## config.mk

```make
export PLATFORM = sky130hd
export DESIGN_NAME = msa_column_consensus
export DESIGN_NICKNAME = d
export VERILOG_FILES = /design/src/hw/rtl/mcc_pkg.sv /design/src/hw/rtl/mcc_datapath.sv /design/src/hw/rtl/mcc_ctrl.sv /design/src/hw/rtl/msa_column_consensus.sv
export VERILOG_INCLUDE_DIRS = /design/src /design/src/hw/rtl
export SDC_FILE = /design/constraint.sdc
export NUM_CORES = 1
export LEC_CHECK = 0
export BUFFER_PORTS_ARGS = -buffer_cell sky130_fd_sc_hd__buf_2
export CAP_MARGIN = 5
export CORE_ASPECT_RATIO = 1.4
export CORE_MARGIN = 10
export CORE_UTILIZATION = 45
export CTS_CLUSTER_SIZE = 30
export DETAILED_ROUTE_END_ITERATION = 12
export SYNTH_ARGS = -nofsm -noshare
export SYNTH_HDL_FRONTEND = slang
export SYNTH_HIERARCHICAL = 1
export SYNTH_SLANG_ARGS = --single-unit
```

## constraint.sdc

```tcl
create_clock -name clock -period 30.1 [get_ports clock]
set_clock_uncertainty 0.1 [all_clocks]
set_input_delay 1.505 -clock clock [delete_from_list [all_inputs] [get_ports clock]]
set_output_delay 1.505 -clock clock [all_outputs]
set_load 0.02 [all_outputs]
```

## src/hw/rtl/assert_macros.svh

```systemverilog
// Assertion macros shared by the consensus block's modules.
`ifndef ASSERT_MACROS_SVH
`define ASSERT_MACROS_SVH

`ifndef SYNTH

// Same-cycle implication.
`define MCC_ASSERT_IMP(label, clk, rst, ante, cons, msg) \
   label: assert property (@(posedge clk) disable iff (rst) (ante) |-> (cons)) \
      else $error(msg);

// Next-cycle implication.
`define MCC_ASSERT_NEXT(label, clk, rst, ante, cons, msg) \
   label: assert property (@(posedge clk) disable iff (rst) (ante) |=> (cons)) \
      else $error(msg);

// Implication after a fixed number of cycles.
`define MCC_ASSERT_DELAY(label, clk, rst, ante, n, cons, msg) \
   label: assert property (@(posedge clk) disable iff (rst) (ante) |-> ##n (cons)) \
      else $error(msg);

`else

`define MCC_ASSERT_IMP(label, clk, rst, ante, cons, msg)
`define MCC_ASSERT_NEXT(label, clk, rst, ante, cons, msg)
`define MCC_ASSERT_DELAY(label, clk, rst, ante, n, cons, msg)

`endif

`endif

```

## src/hw/rtl/mcc_pkg.sv

```systemverilog
// Types and constants of the alignment column consensus block.
`default_nettype none

package mcc_pkg;

   // Field widths
   localparam int BASE_W    = 2;
   localparam int FRAC_W    = 16;
   localparam int WEIGHT_W  = 17;
   localparam int SUM_W     = 25;
   localparam int CNT_W     = 9;
   localparam int COL_W     = 10;
   localparam int SPAN_W    = 11;
   localparam int NUM_BASES = 4;

   // Derived datapath widths
   localparam int TOT_W     = SUM_W + 2;            // sum of four base weights
   localparam int SUPPORT_W = FRAC_W + 1;           // quotient never exceeds 1.0
   localparam int DIVD_W    = SUM_W + FRAC_W + 1;   // scaled weight plus rounding

   // Limits
   localparam int MAX_ROWS    = 256;
   localparam int MAX_COLUMNS = 1024;
   localparam logic [CNT_W-1:0]  ROW_LIMIT = CNT_W'(MAX_ROWS);
   localparam logic [SPAN_W-1:0] COL_LIMIT = SPAN_W'(MAX_COLUMNS);
   localparam logic [SUM_W-1:0]  SUM_MAX   = {SUM_W{1'b1}};

   // Nucleotide codes
   typedef enum logic [BASE_W-1:0] {
      BASE_A = 2'd0,
      BASE_C = 2'd1,
      BASE_G = 2'd2,
      BASE_T = 2'd3
   } base_type;

   // One row of a column
   typedef struct packed {
      logic [BASE_W-1:0]   base;
      logic [WEIGHT_W-1:0] weight;
      logic                first_row;
      logic                last_row;
      logic [COL_W-1:0]    column;
      logic [SPAN_W-1:0]   span_begin;
      logic [SPAN_W-1:0]   span_end;
   } req_type;

   // Per-column result
   typedef struct packed {
      logic [BASE_W-1:0]    consensus_base;
      logic [SUPPORT_W-1:0] support;
      logic [CNT_W-1:0]     coverage;
      logic [SUM_W-1:0]     subject_base_weight;
      logic [CNT_W-1:0]     subject_base_count;
      logic                 subject_valid;
   } rsp_type;

   // Controller to datapath commands
   typedef struct packed {
      logic accum;     // add the accepted row
      logic reduce;    // snapshot pair sums and maxima, clear accumulators
      logic combine;   // total weight and consensus
      logic load;      // prepare the divider
      logic step;      // one quotient bit
      logic emit;      // load the result register
   } ctrl_cmd_type;

endpackage

`default_nettype wire

```

## src/hw/rtl/mcc_datapath.sv

```systemverilog
// Datapath: per-base accumulators, column reduction, restoring divider, result register.
`default_nettype none
`include "assert_macros.svh"

module mcc_datapath import mcc_pkg::*; (
   input  wire logic         clock,
   input  wire logic         reset,
   input  wire req_type      req_data,
   input  wire ctrl_cmd_type cmd,
   output rsp_type           rsp_data
);

   // Accumulators
   logic [SUM_W-1:0]  wsum_ff [NUM_BASES];
   logic [SUM_W-1:0]  wsum_in [NUM_BASES];
   logic [CNT_W-1:0]  cnt_ff  [NUM_BASES];
   logic [CNT_W-1:0]  cnt_in  [NUM_BASES];
   logic [CNT_W-1:0]  row_total_ff, row_total_in;
   logic [BASE_W-1:0] subj_base_ff, subj_base_in;

   // Span of the latest row
   logic [COL_W-1:0]  col_ff;
   logic [SPAN_W-1:0] span_begin_ff, span_end_ff;

   // Reduction stage
   logic [SUM_W:0]    s01_ff, s01_in, s23_ff, s23_in;
   logic [SUM_W-1:0]  m01_w_ff, m01_w_in, m23_w_ff, m23_w_in;
   base_type          m01_i_ff, m01_i_in, m23_i_ff, m23_i_in;
   logic [CNT_W-1:0]  cov_ff, cov_in;
   logic [SUM_W-1:0]  subj_w_ff, subj_w_in;
   logic [CNT_W-1:0]  subj_c_ff, subj_c_in;
   logic              subj_v_ff, subj_v_in;

   // Combine stage
   logic [TOT_W-1:0]  total_ff, total_in;
   logic [SUM_W-1:0]  cons_w_ff, cons_w_in;
   base_type          cons_i_ff, cons_i_in;

   // Divider
   logic [TOT_W-1:0]     rem_ff, rem_in;
   logic [SUPPORT_W-1:0] quo_ff, quo_in;
   logic                 zero_ff, zero_in;

   rsp_type rsp_ff, rsp_in;

   // Row accumulation scratch
   logic [CNT_W-1:0]  row_base;
   logic [SUM_W-1:0]  cur_sum;
   logic [CNT_W-1:0]  cur_cnt;
   logic [SUM_W:0]    add_sum;
   logic              in_span;
   logic [DIVD_W-1:0] dividend;
   logic [TOT_W:0]    trial;
   logic              trial_ge;
   logic [CNT_W+1:0]  cnt_sum;

   // Accumulate rows; clear once a column is taken for reduction
   always_comb begin
      for (int k = 0; k < NUM_BASES; k++) begin
         wsum_in[k] = wsum_ff[k];
         cnt_in[k]  = cnt_ff[k];
      end
      row_total_in = row_total_ff;
      subj_base_in = subj_base_ff;

      row_base = req_data.first_row ? '0 : row_total_ff;
      cur_sum  = req_data.first_row ? '0 : wsum_ff[req_data.base];
      cur_cnt  = req_data.first_row ? '0 : cnt_ff[req_data.base];
      add_sum  = {1'b0, cur_sum} + (SUM_W+1)'(req_data.weight);

      if (cmd.reduce) begin
         for (int k = 0; k < NUM_BASES; k++) begin
            wsum_in[k] = '0;
            cnt_in[k]  = '0;
         end
         row_total_in = '0;
      end else if (cmd.accum) begin
         if (req_data.first_row) begin
            for (int k = 0; k < NUM_BASES; k++) begin
               wsum_in[k] = '0;
               cnt_in[k]  = '0;
            end
            row_total_in = '0;
            subj_base_in = req_data.base;
         end
         if (row_base < ROW_LIMIT) begin
            wsum_in[req_data.base] = add_sum[SUM_W] ? SUM_MAX : add_sum[SUM_W-1:0];
            cnt_in[req_data.base]  = cur_cnt + CNT_W'(1);
            row_total_in           = row_base + CNT_W'(1);
         end
      end
   end

   // Reduction: pair sums, pair maxima (ties keep the earlier base), subject fields
   always_comb begin
      in_span = (span_begin_ff <= SPAN_W'(col_ff)) && (SPAN_W'(col_ff) < span_end_ff)
             && (SPAN_W'(col_ff) < COL_LIMIT);
      s01_in   = (SUM_W+1)'(wsum_ff[0]) + (SUM_W+1)'(wsum_ff[1]);
      s23_in   = (SUM_W+1)'(wsum_ff[2]) + (SUM_W+1)'(wsum_ff[3]);
      m01_w_in = (wsum_ff[1] > wsum_ff[0]) ? wsum_ff[1] : wsum_ff[0];
      m01_i_in = (wsum_ff[1] > wsum_ff[0]) ? BASE_C : BASE_A;
      m23_w_in = (wsum_ff[3] > wsum_ff[2]) ? wsum_ff[3] : wsum_ff[2];
      m23_i_in = (wsum_ff[3] > wsum_ff[2]) ? BASE_T : BASE_G;
      cov_in    = row_total_ff;
      subj_w_in = in_span ? wsum_ff[subj_base_ff] : '0;
      subj_c_in = in_span ? cnt_ff[subj_base_ff] : '0;
      subj_v_in = in_span;
   end

   // Combine: total weight and overall maximum
   always_comb begin
      total_in  = TOT_W'(s01_ff) + TOT_W'(s23_ff);
      cons_w_in = (m23_w_ff > m01_w_ff) ? m23_w_ff : m01_w_ff;
      cons_i_in = (m23_w_ff > m01_w_ff) ? m23_i_ff : m01_i_ff;
   end

   // Divider: load scaled weight plus half the total, then one quotient bit a step
   always_comb begin
      dividend = {cons_w_ff, {FRAC_W{1'b0}}} + DIVD_W'(total_ff >> 1);
      trial    = {rem_ff, quo_ff[SUPPORT_W-1]};
      trial_ge = (trial >= {1'b0, total_ff});
      rem_in   = rem_ff;
      quo_in   = quo_ff;
      zero_in  = zero_ff;
      if (cmd.load) begin
         rem_in  = TOT_W'(dividend[DIVD_W-1:SUPPORT_W]);
         quo_in  = dividend[SUPPORT_W-1:0];
         zero_in = (total_ff == '0);
      end else if (cmd.step) begin
         rem_in = trial_ge ? TOT_W'(trial - {1'b0, total_ff}) : TOT_W'(trial);
         quo_in = {quo_ff[SUPPORT_W-2:0], trial_ge};
      end
   end

   // Result word
   always_comb begin
      rsp_in = rsp_ff;
      if (cmd.emit) begin
         rsp_in.consensus_base      = cons_i_ff;
         rsp_in.support             = zero_ff ? '0 : quo_ff;
         rsp_in.coverage            = cov_ff;
         rsp_in.subject_base_weight = subj_w_ff;
         rsp_in.subject_base_count  = subj_c_ff;
         rsp_in.subject_valid       = subj_v_ff;
      end
   end

   assign rsp_data = rsp_ff;

   // Accumulator state
   always_ff @(posedge clock) begin
      if (reset) begin
         for (int k = 0; k < NUM_BASES; k++) begin
            wsum_ff[k] <= '0;
            cnt_ff[k]  <= '0;
         end
         row_total_ff <= '0;
         subj_base_ff <= '0;
      end else begin
         for (int k = 0; k < NUM_BASES; k++) begin
            wsum_ff[k] <= wsum_in[k];
            cnt_ff[k]  <= cnt_in[k];
         end
         row_total_ff <= row_total_in;
         subj_base_ff <= subj_base_in;
      end
   end

   // Payload registers
   always_ff @(posedge clock) begin
      if (cmd.accum) begin
         col_ff        <= req_data.column;
         span_begin_ff <= req_data.span_begin;
         span_end_ff   <= req_data.span_end;
      end
      if (cmd.reduce) begin
         s01_ff    <= s01_in;
         s23_ff    <= s23_in;
         m01_w_ff  <= m01_w_in;
         m01_i_ff  <= m01_i_in;
         m23_w_ff  <= m23_w_in;
         m23_i_ff  <= m23_i_in;
         cov_ff    <= cov_in;
         subj_w_ff <= subj_w_in;
         subj_c_ff <= subj_c_in;
         subj_v_ff <= subj_v_in;
      end
      if (cmd.combine) begin
         total_ff  <= total_in;
         cons_w_ff <= cons_w_in;
         cons_i_ff <= cons_i_in;
      end
      rem_ff  <= rem_in;
      quo_ff  <= quo_in;
      zero_ff <= zero_in;
      rsp_ff  <= rsp_in;
   end

   // Checks
   assign cnt_sum = (CNT_W+2)'(cnt_ff[0]) + (CNT_W+2)'(cnt_ff[1])
                  + (CNT_W+2)'(cnt_ff[2]) + (CNT_W+2)'(cnt_ff[3]);

   `MCC_ASSERT_IMP(a_cov_matches_counts, clock, reset, cmd.reduce, (CNT_W+2)'(row_total_ff) == cnt_sum, "coverage differs from per-base counts")
   `MCC_ASSERT_IMP(a_cons_le_total, clock, reset, cmd.load, TOT_W'(cons_w_ff) <= total_ff, "consensus weight above total")
   `MCC_ASSERT_IMP(a_rem_below_div, clock, reset, cmd.step && (total_ff != '0), rem_ff < total_ff, "divider remainder not below divisor")

endmodule

`default_nettype wire

```

## src/hw/rtl/mcc_ctrl.sv

```systemverilog
// Controller: row handshake, column finishing sequence, result valid.
`default_nettype none
`include "assert_macros.svh"

module mcc_ctrl import mcc_pkg::*; (
   input  wire logic   clock,
   input  wire logic   reset,
   input  wire logic   req_valid,
   input  wire logic   req_last_row,
   output logic        req_ready,
   output logic        rsp_valid,
   input  wire logic   rsp_ready,
   output ctrl_cmd_type cmd
);

   localparam int STEP_W = $clog2(SUPPORT_W);
   localparam logic [STEP_W-1:0] LAST_STEP = STEP_W'(SUPPORT_W - 1);
   localparam int FINISH_CYCLES = SUPPORT_W + 4;

   typedef enum logic [2:0] {
      ST_IDLE,
      ST_REDUCE,
      ST_COMBINE,
      ST_LOAD,
      ST_DIVIDE,
      ST_DONE
   } state_type;

   state_type         state_ff, state_in;
   logic [STEP_W-1:0] step_ff, step_in;
   logic              rsp_valid_ff, rsp_valid_in;
   logic              req_take;
   logic              slot_free;

   // Commands
   always_comb begin
      req_ready   = (state_ff == ST_IDLE);
      req_take    = req_valid && req_ready;
      slot_free   = !rsp_valid_ff || rsp_ready;
      cmd.accum   = req_take;
      cmd.reduce  = (state_ff == ST_REDUCE);
      cmd.combine = (state_ff == ST_COMBINE);
      cmd.load    = (state_ff == ST_LOAD);
      cmd.step    = (state_ff == ST_DIVIDE);
      cmd.emit    = (state_ff == ST_DONE) && slot_free;
   end

   // Next state
   always_comb begin
      state_in = state_ff;
      step_in  = step_ff;
      unique case (state_ff)
         ST_IDLE:    if (req_take && req_last_row) state_in = ST_REDUCE;
         ST_REDUCE:  state_in = ST_COMBINE;
         ST_COMBINE: state_in = ST_LOAD;
         ST_LOAD:    state_in = ST_DIVIDE;
         ST_DIVIDE: begin
            if (step_ff == LAST_STEP) begin
               step_in  = '0;
               state_in = ST_DONE;
            end else begin
               step_in = step_ff + STEP_W'(1);
            end
         end
         ST_DONE:    if (slot_free) state_in = ST_IDLE;
         default:    state_in = ST_IDLE;
      endcase
      rsp_valid_in = cmd.emit ? 1'b1 : (rsp_ready ? 1'b0 : rsp_valid_ff);
   end

   assign rsp_valid = rsp_valid_ff;

   // State and registered outputs
   always_ff @(posedge clock) begin
      if (reset) begin
         state_ff     <= ST_IDLE;
         step_ff      <= '0;
         rsp_valid_ff <= 1'b0;
      end else begin
         state_ff     <= state_in;
         step_ff      <= step_in;
         rsp_valid_ff <= rsp_valid_in;
      end
   end

   // Checks
   `MCC_ASSERT_DELAY(a_finish_latency, clock, reset, req_take && req_last_row, FINISH_CYCLES, state_ff == ST_DONE, "column finish took the wrong number of cycles")
   `MCC_ASSERT_IMP(a_step_parked, clock, reset, state_ff != ST_DIVIDE, step_ff == '0, "step counter left running outside division")
   `MCC_ASSERT_IMP(a_valid_from_done, clock, reset, $rose(rsp_valid_ff), $past(state_ff) == ST_DONE, "result raised outside the done state")

endmodule

`default_nettype wire

```

## src/hw/rtl/msa_column_consensus.sv

```systemverilog
// Top level: weighted majority consensus of one alignment column.
//
//   channel   direction  handshake             word
//   req_      in         req_valid/req_ready   req_type, one alignment row
//   rsp_      out        rsp_valid/rsp_ready   rsp_type, one column result
//
// A row without the last-row mark only updates the accumulators and leaves req_ready high.
// A last row is followed by reduce, combine, divider load, 17 restoring-divider steps for
// the support quotient and the write of the result register.
// Reset clears the accumulators and the controller; there is no clearing pass.
// A result waiting on rsp_ready stays in the output register while further rows
// are taken; the next column's result then holds in the done state, with
// req_ready low, until that register is free.
`default_nettype none

module msa_column_consensus import mcc_pkg::*; (
   input  wire logic    clock,
   input  wire logic    reset,
   input  wire logic    req_valid,
   output logic         req_ready,
   input  wire req_type req_data,
   output logic         rsp_valid,
   input  wire logic    rsp_ready,
   output rsp_type      rsp_data
);

   ctrl_cmd_type cmd;

   mcc_ctrl u_ctrl (
      .clock        (clock),
      .reset        (reset),
      .req_valid    (req_valid),
      .req_last_row (req_data.last_row),
      .req_ready    (req_ready),
      .rsp_valid    (rsp_valid),
      .rsp_ready    (rsp_ready),
      .cmd          (cmd)
   );

   mcc_datapath u_datapath (
      .clock    (clock),
      .reset    (reset),
      .req_data (req_data),
      .cmd      (cmd),
      .rsp_data (rsp_data)
   );

endmodule

`default_nettype wire
```

# Word level (Yosys, flattened, before mapping)
# Memories as Yosys holds them, arrays and structs flattened. A register that Yosys moved wholly into a read port is not among the register bits.
# Cells that the tools add are included.
[op_classes]
n_addsub = 9
n_lt_le_gt_ge = 9
eq_ne = 9
n_mux = 52
bitwise_logic = 10
reduce_logical = 16
[ops]
columns = ["operator", "count"]
rows = [
  ["$mux 100", 6],
  ["$mux 25", 12],
  ["$mux 36", 6],
  ["$bwmux 100", 1],
  ["$gt 25x25->1", 3],
  ["$mux 9", 8],
  ["$add 25x25->26", 2],
  ["$demux 25 s2", 1],
  ["$add 41x26->42", 1],
  ["$bwmux 36", 1],
  ["$mux 17", 2],
  ["$ge 28x27->1", 1],
  ["$add 26x26->27", 1],
  ["$logic_not 27->1", 1],
  ["$mux 27", 1],
  ["$sub 27x27->27", 1],
  ["$add 25x17->26", 1],
  ["$add 9x1->9 const B", 2],
  ["$demux 9 s2", 1],
  ["$pmux 3 s6", 1],
  ["$le 11x10->1", 1],
  ["$lt 10x11->1", 1],
  ["$lt 9x9->1 const B", 1],
  ["$mux 3", 3],
  ["21 further kinds", 46],
]
[word_totals]
register_bits = 330
ramBits = 136
out_inout_bits = 65
word_cells = 136
memories = 2
[memory_table]
columns = ["name", "words", "word_bits", "read_ports", "rd_clocked_by_memory_dff", "wr", "line", "text"]
rows = [
  ["u_datapath.wsum_ff", 4, 25, 6, 1, 4, "mcc_datapath.sv:14", "logic [SUM_W-1:0] wsum_ff [NUM_BASES];"],
  ["u_datapath.cnt_ff", 4, 9, 6, 1, 4, "mcc_datapath.sv:16", "logic [CNT_W-1:0] cnt_ff [NUM_BASES];"],
]

# Depth between registers and ports, before layout
[logic_depth]
ltp_word = 10
ltp_mapped = 18

# Cells and area by module
# The synthesis kept the hierarchy.
[modules_own_cells]
columns = ["mod", "n_inst", "cells_per_inst", "area_each_um2", "seq_area_each_um2"]
rows = [
  ["mcc_datapath", 1, 2703, 28989.1, 13192.7],
  ["mcc_ctrl", 1, 57, 486.7, 180.2],
]

# Least setup slack after synthesis
# OpenSTA, ideal clock, no wires.
[synth_path]
kind = "register to register"
start = "reg u_ctrl.state_ff[0]"
end = "mem u_datapath.wsum_ff[1][10]"
setup_ns = 0.130
t_arrival_ns = 14.001
t_required_ns = 29.870
setup_slack_ns = 15.868
stages_incl_launch_ff = 8
period_less_slack_ns = 14.232
cell_sequence = "dfxtp_1 clkbuf_1 nor3b_1 nor2_1 nand2_1 clkbuf_1 clkbuf_1 o31ai_1"
[synth_lines]
columns = ["element", "line", "text"]
rows = [
  ["start: declaration", "mcc_ctrl.sv:29", "state_type state_ff, state_in;"],
  ["start signal: assignment", "mcc_ctrl.sv:80", "state_ff <= state_in;"],
  ["end: declaration", "mcc_datapath.sv:14", ""],
]

==> run_results.csv <==
group,metric,value,unit
layout,n_antenna_cell,0,
pwr,switching_share,30.8,%
sta,post-route-min-period,5.57,ns
pwr,p_clk_share,32.8,%
sta,clock.fmax,180,MHz
die,start_util,45.3,%
die,die_y,323,um
worst_setup_path,cp_max_fo,41,
pwr,power.density,60.3,nW/um^2
worst_setup_path,reg2reg_depth,12,
clocking,root_buffer,"clkbuf_16",
layout,syn2layout_area_growth,11.1,%
synth,ys_warn_count,6,
clocking,cts_buffer_depth,3,
synth,syn-instance-count,2760,
clocking,cts_tree,"yes",
sta,maxSlewHeadroom,16.7,%
synth,ys_types,92,
die,num_rows,111,
synth,synth_nets,3051,
synth,synth_seq_cells,498,
layout,fillerInstances,5826,
place,port_buffers,121,
synth,synth_top_area_cell,"edfxtp_1",
route,ant_nets,0,
sta,finalMaxSlewViolations,0,
global_routing,grt_remaining_overflow,0,
global_routing,grt_usage,21.4,%
global_routing,grt_max_degree,153,
min_path,min_from,"u_datapath/subj_w_ff[12]$_SDFFCE_PN0P_",
die,core-area,65100,sq um
sta,setup_viol,0,
pwr,seq_power_share,43.2,%
clocking,cts.hold.buffers_added,0,
sta,setup_slack,24.53,ns
global_routing,antenna_found_initial,0,
synth,synthFlopType,"edfxtp_1",
clocking,clock-sinks,498,
sta,hold_viol_final,0,
die,io_pins,122,
sta,fin_tns_setup,0,ns
clocking,clk_latency,0.62,ns
worst_setup_path,ff2ff_setup_slack,25.77,ns
place,place_inst,3643,
sta,rsz0062_at_grt,"no",
place,dp_hpwl,60.9,mm
sta,finalCritPeriodShare,18.5,%
worst_setup_path,r2r_end,"u_datapath/wsum_ff[2][9]$_SDFFE_PP0P_",
worst_setup_path,regToRegStartpoint,"u_datapath/wsum_ff[3][1]$_SDFFE_PP0P_",
clocking,numCtsBuffers,52,
global_routing,grt_first_pass_wirelength,128,mm
job,drv_cap,0,
layout,nets,3141,
synth,syn_avg_cell_area,10.7,sq um
worst_setup_path,required,30.52,ns
place,postPlaceCellArea,31000,sq um
min_path,hold_class,"reg2reg",
worst_setup_path,crit_path_end_kind,"flop",
clocking,cts_setup_buffers,0,
synth,synth-edff-count,340,
route,drc,0,
global_routing,first_global_vias,22600,
route,drt-initial-drc-count,1346,
pwr,ir_worst_vdd,0.0722,mV
die,fp.dieW,236,um
pwr,switchingPower,608,uW
run_status,outcome,"completed",
pwr,p_total,1.97,mW
route,wire_per_inst,22.4,um
layout,drive_above_1_share,15.6,%
place,routabilityCongestion,0.929,
die,die_area,76300,sq um
sta,worst_pin_slew,1.24,ns
pwr,p_leak,12.7,nW
min_path,hold_path_depth,0,
layout,final_area,32700,sq um
route,wl,83.9,mm
route,vias_per_cell,5.90,
clocking,h-tree-depth,2,
route,vias,22100,
synth,synthTopCellsByArea,"edfxtp_1 (35%), dfxtp_1 (11%), ha_1 (9.7%)",
route,dr.pass1.iters,5,
min_path,whs_endpoint,"u_datapath/rsp_data[22]$_DFFE_PP_",
clocking,cts-resized-gates,0,
synth,synth_area,29500,sq um
place,pre_cts_ws,23.94,ns
synth,yosysTopAreaCellShare,34.6,%
pwr,p_comb_share,24.0,%
pwr,p_int,1.37,mW
synth,async_flop_share,0,%
layout,instances_no_fill,3740,
worst_setup_path,cp-start-kind,"primary input",
clocking,clkSlewWorstSetupHoldPaths,0.06,ns
worst_setup_path,cp.arrival,5.99,ns
synth,seq_area_frac_synth,45.4,%
worst_setup_path,critical_path_class,"in2reg",
## critical path: stages
cell and delay [ns]:
buf_2 0.08, buf_4 0.61, mux4_2 0.58, nor2b_1 0.17, ha_1 0.31, a21o_1 0.10
a21oi_1 0.10, o21a_1 0.20, or3_1 0.40, nand3_1 0.25, nand3_1 0.26, a21oi_4 0.85
nor2_1 0.23, o21ai_0 0.25
## worst max-delay path by stage
stage | from | endpoint | slack (ns) | cells after the start
global route | req_data[52] | u_datapath/wsum_ff[0][9]$_SDFFE_PP0P_ | 24.26 | 14
finish | req_data[52] | u_datapath/wsum_ff[2][9]$_SDFFE_PP0P_ | 24.53 | 14
global placement | req_data[52] | u_datapath/wsum_ff[0][9]$_SDFFE_PP0P_ | 23.99 | 14
CTS | req_data[52] | u_datapath/wsum_ff[2][13]$_SDFFE_PP0P_ | 24.59 | 14
detailed placement | req_data[52] | u_datapath/wsum_ff[2][13]$_SDFFE_PP0P_ | 23.94 | 14
floorplan | u_ctrl/state_ff[0]$_SDFFE_PP0P_ | u_datapath/wsum_ff[1][10]$_SDFFE_PP0P_ | 15.87 | 7
## state kept, by name, summed over array words and instances, names as in the netlist, 10 cells and up
signal and cells:
u_datapath/span_begin_ff 11, u_datapath/cnt_ff 36, u_datapath/total_ff 27, u_datapath/m01_w_ff 25
u_datapath/s01_ff 26, u_datapath/wsum_ff 100, u_datapath/s23_ff 26, u_datapath/col_ff 10
u_datapath/m23_w_ff 25, u_datapath/rsp_data 63, u_datapath/cons_w_ff 25, u_datapath/rem_ff 27
u_datapath/span_end_ff 11, u_datapath/subj_w_ff 25, u_datapath/quo_ff 17
## cell type report
cell class,instances,area [sq um],area share (%)
Clock inverter,28,272,0.829
Timing Repair Buffer,155,873,2.67
Tap cell,847,1060,3.24
Clock buffer,69,1440,4.39
Multi-Input combinational cell,1941,15000,45.7
Inverter,202,763,2.33
Sequential cell,498,13400,40.9
## cell usage in the layout (no fill, tap or decap), types with 22 or more instances in the layout
master,instances
o21ai_1,22
buf_4,33
nor2_1,166
nand4_1,22
buf_2,121
dfxtp_1,156
xnor2_1,85
nand3_1,116
a311oi_1,35
mux4_2,68
inv_1,199
clkbuf_16,54
ha_1,228
a21oi_1,255
nand2_1,155
edfxtp_1,340
o21bai_1,30
nor3_1,38
a211oi_1,35
nand2b_1,29
a21o_1,51
mux2i_1,22
o21ai_0,92
mux2_2,93
nor2b_1,73
xor2_1,50
## kinds of logic after synthesis
kind of cell	share of synthesized area [%]
XOR/XNOR	4.01
multiplexers	9.50
flip-flops	45.4
adder cells (fa/ha/maj)	10.1
AND/OR/NAND/NOR	12.0
AO/OA/AOI/OAI	14.8
buffers and inverters	4.24
## layer usage
metal  up-vias  part of all wire [%]  track usage [%]
li1      10400                     -                -
met1     10800                    39             24.1
met2       698                    51             38.2
met3       218                   4.8             2.65
met4         0                   6.0             12.7
met5         -                     0                0
## Yosys cell counts, types with 8 or more instances
| cell type | number |
|---|---|
| edfxtp_1 | 340 |
| a21oi_1 | 256 |
| ha_1 | 228 |
| inv_1 | 199 |
| nor2_1 | 174 |
| dfxtp_1 | 158 |
| nand2_1 | 156 |
| nand3_1 | 116 |
| mux2_2 | 93 |
| o21ai_0 | 92 |
| clkbuf_1 | 91 |
| xnor2_1 | 85 |
| nor2b_1 | 74 |
| mux4_2 | 68 |
| a21o_1 | 51 |
| xor2_1 | 50 |
| nor3_1 | 39 |
| a211oi_1 | 35 |
| a311oi_1 | 35 |
| o21bai_1 | 30 |
| nand2b_1 | 29 |
| o21ai_1 | 24 |
| mux2i_1 | 22 |
| nand4_1 | 22 |
| o31ai_1 | 19 |
| nor3b_1 | 18 |
| o21a_1 | 17 |
| a31oi_1 | 16 |
| or3_1 | 14 |
| buf_2 | 13 |
| nor4_1 | 13 |
| a22oi_1 | 12 |
| and3_1 | 12 |
| buf_1 | 10 |
| or2_2 | 8 |
## through the flow
stage	util [%]	hold WS [ns]
6_report	50.3	0.317
5_1_grt	50.3	0.326
4_1_cts	50.3	0.319
3_5_place_dp	47.6	0.305
3_3_place_gp	47.6	0.302
2_1_floorplan	-	0.300
## power by group through the flow
stage | Sequential, mW | Clock (mW) | Combinational, mW
final | 0.852 | 0.648 | 0.474
after detailed placement | 0.866 | 0 | 0.469
after floorplan | 0.857 | 0 | 0.347
after CTS | 0.852 | 0.666 | 0.473
after global routing | 0.857 | 0.689 | 0.519
after global placement | 0.864 | 0 | 0.461
No activity file was read; power rests on OpenSTA's default activity.
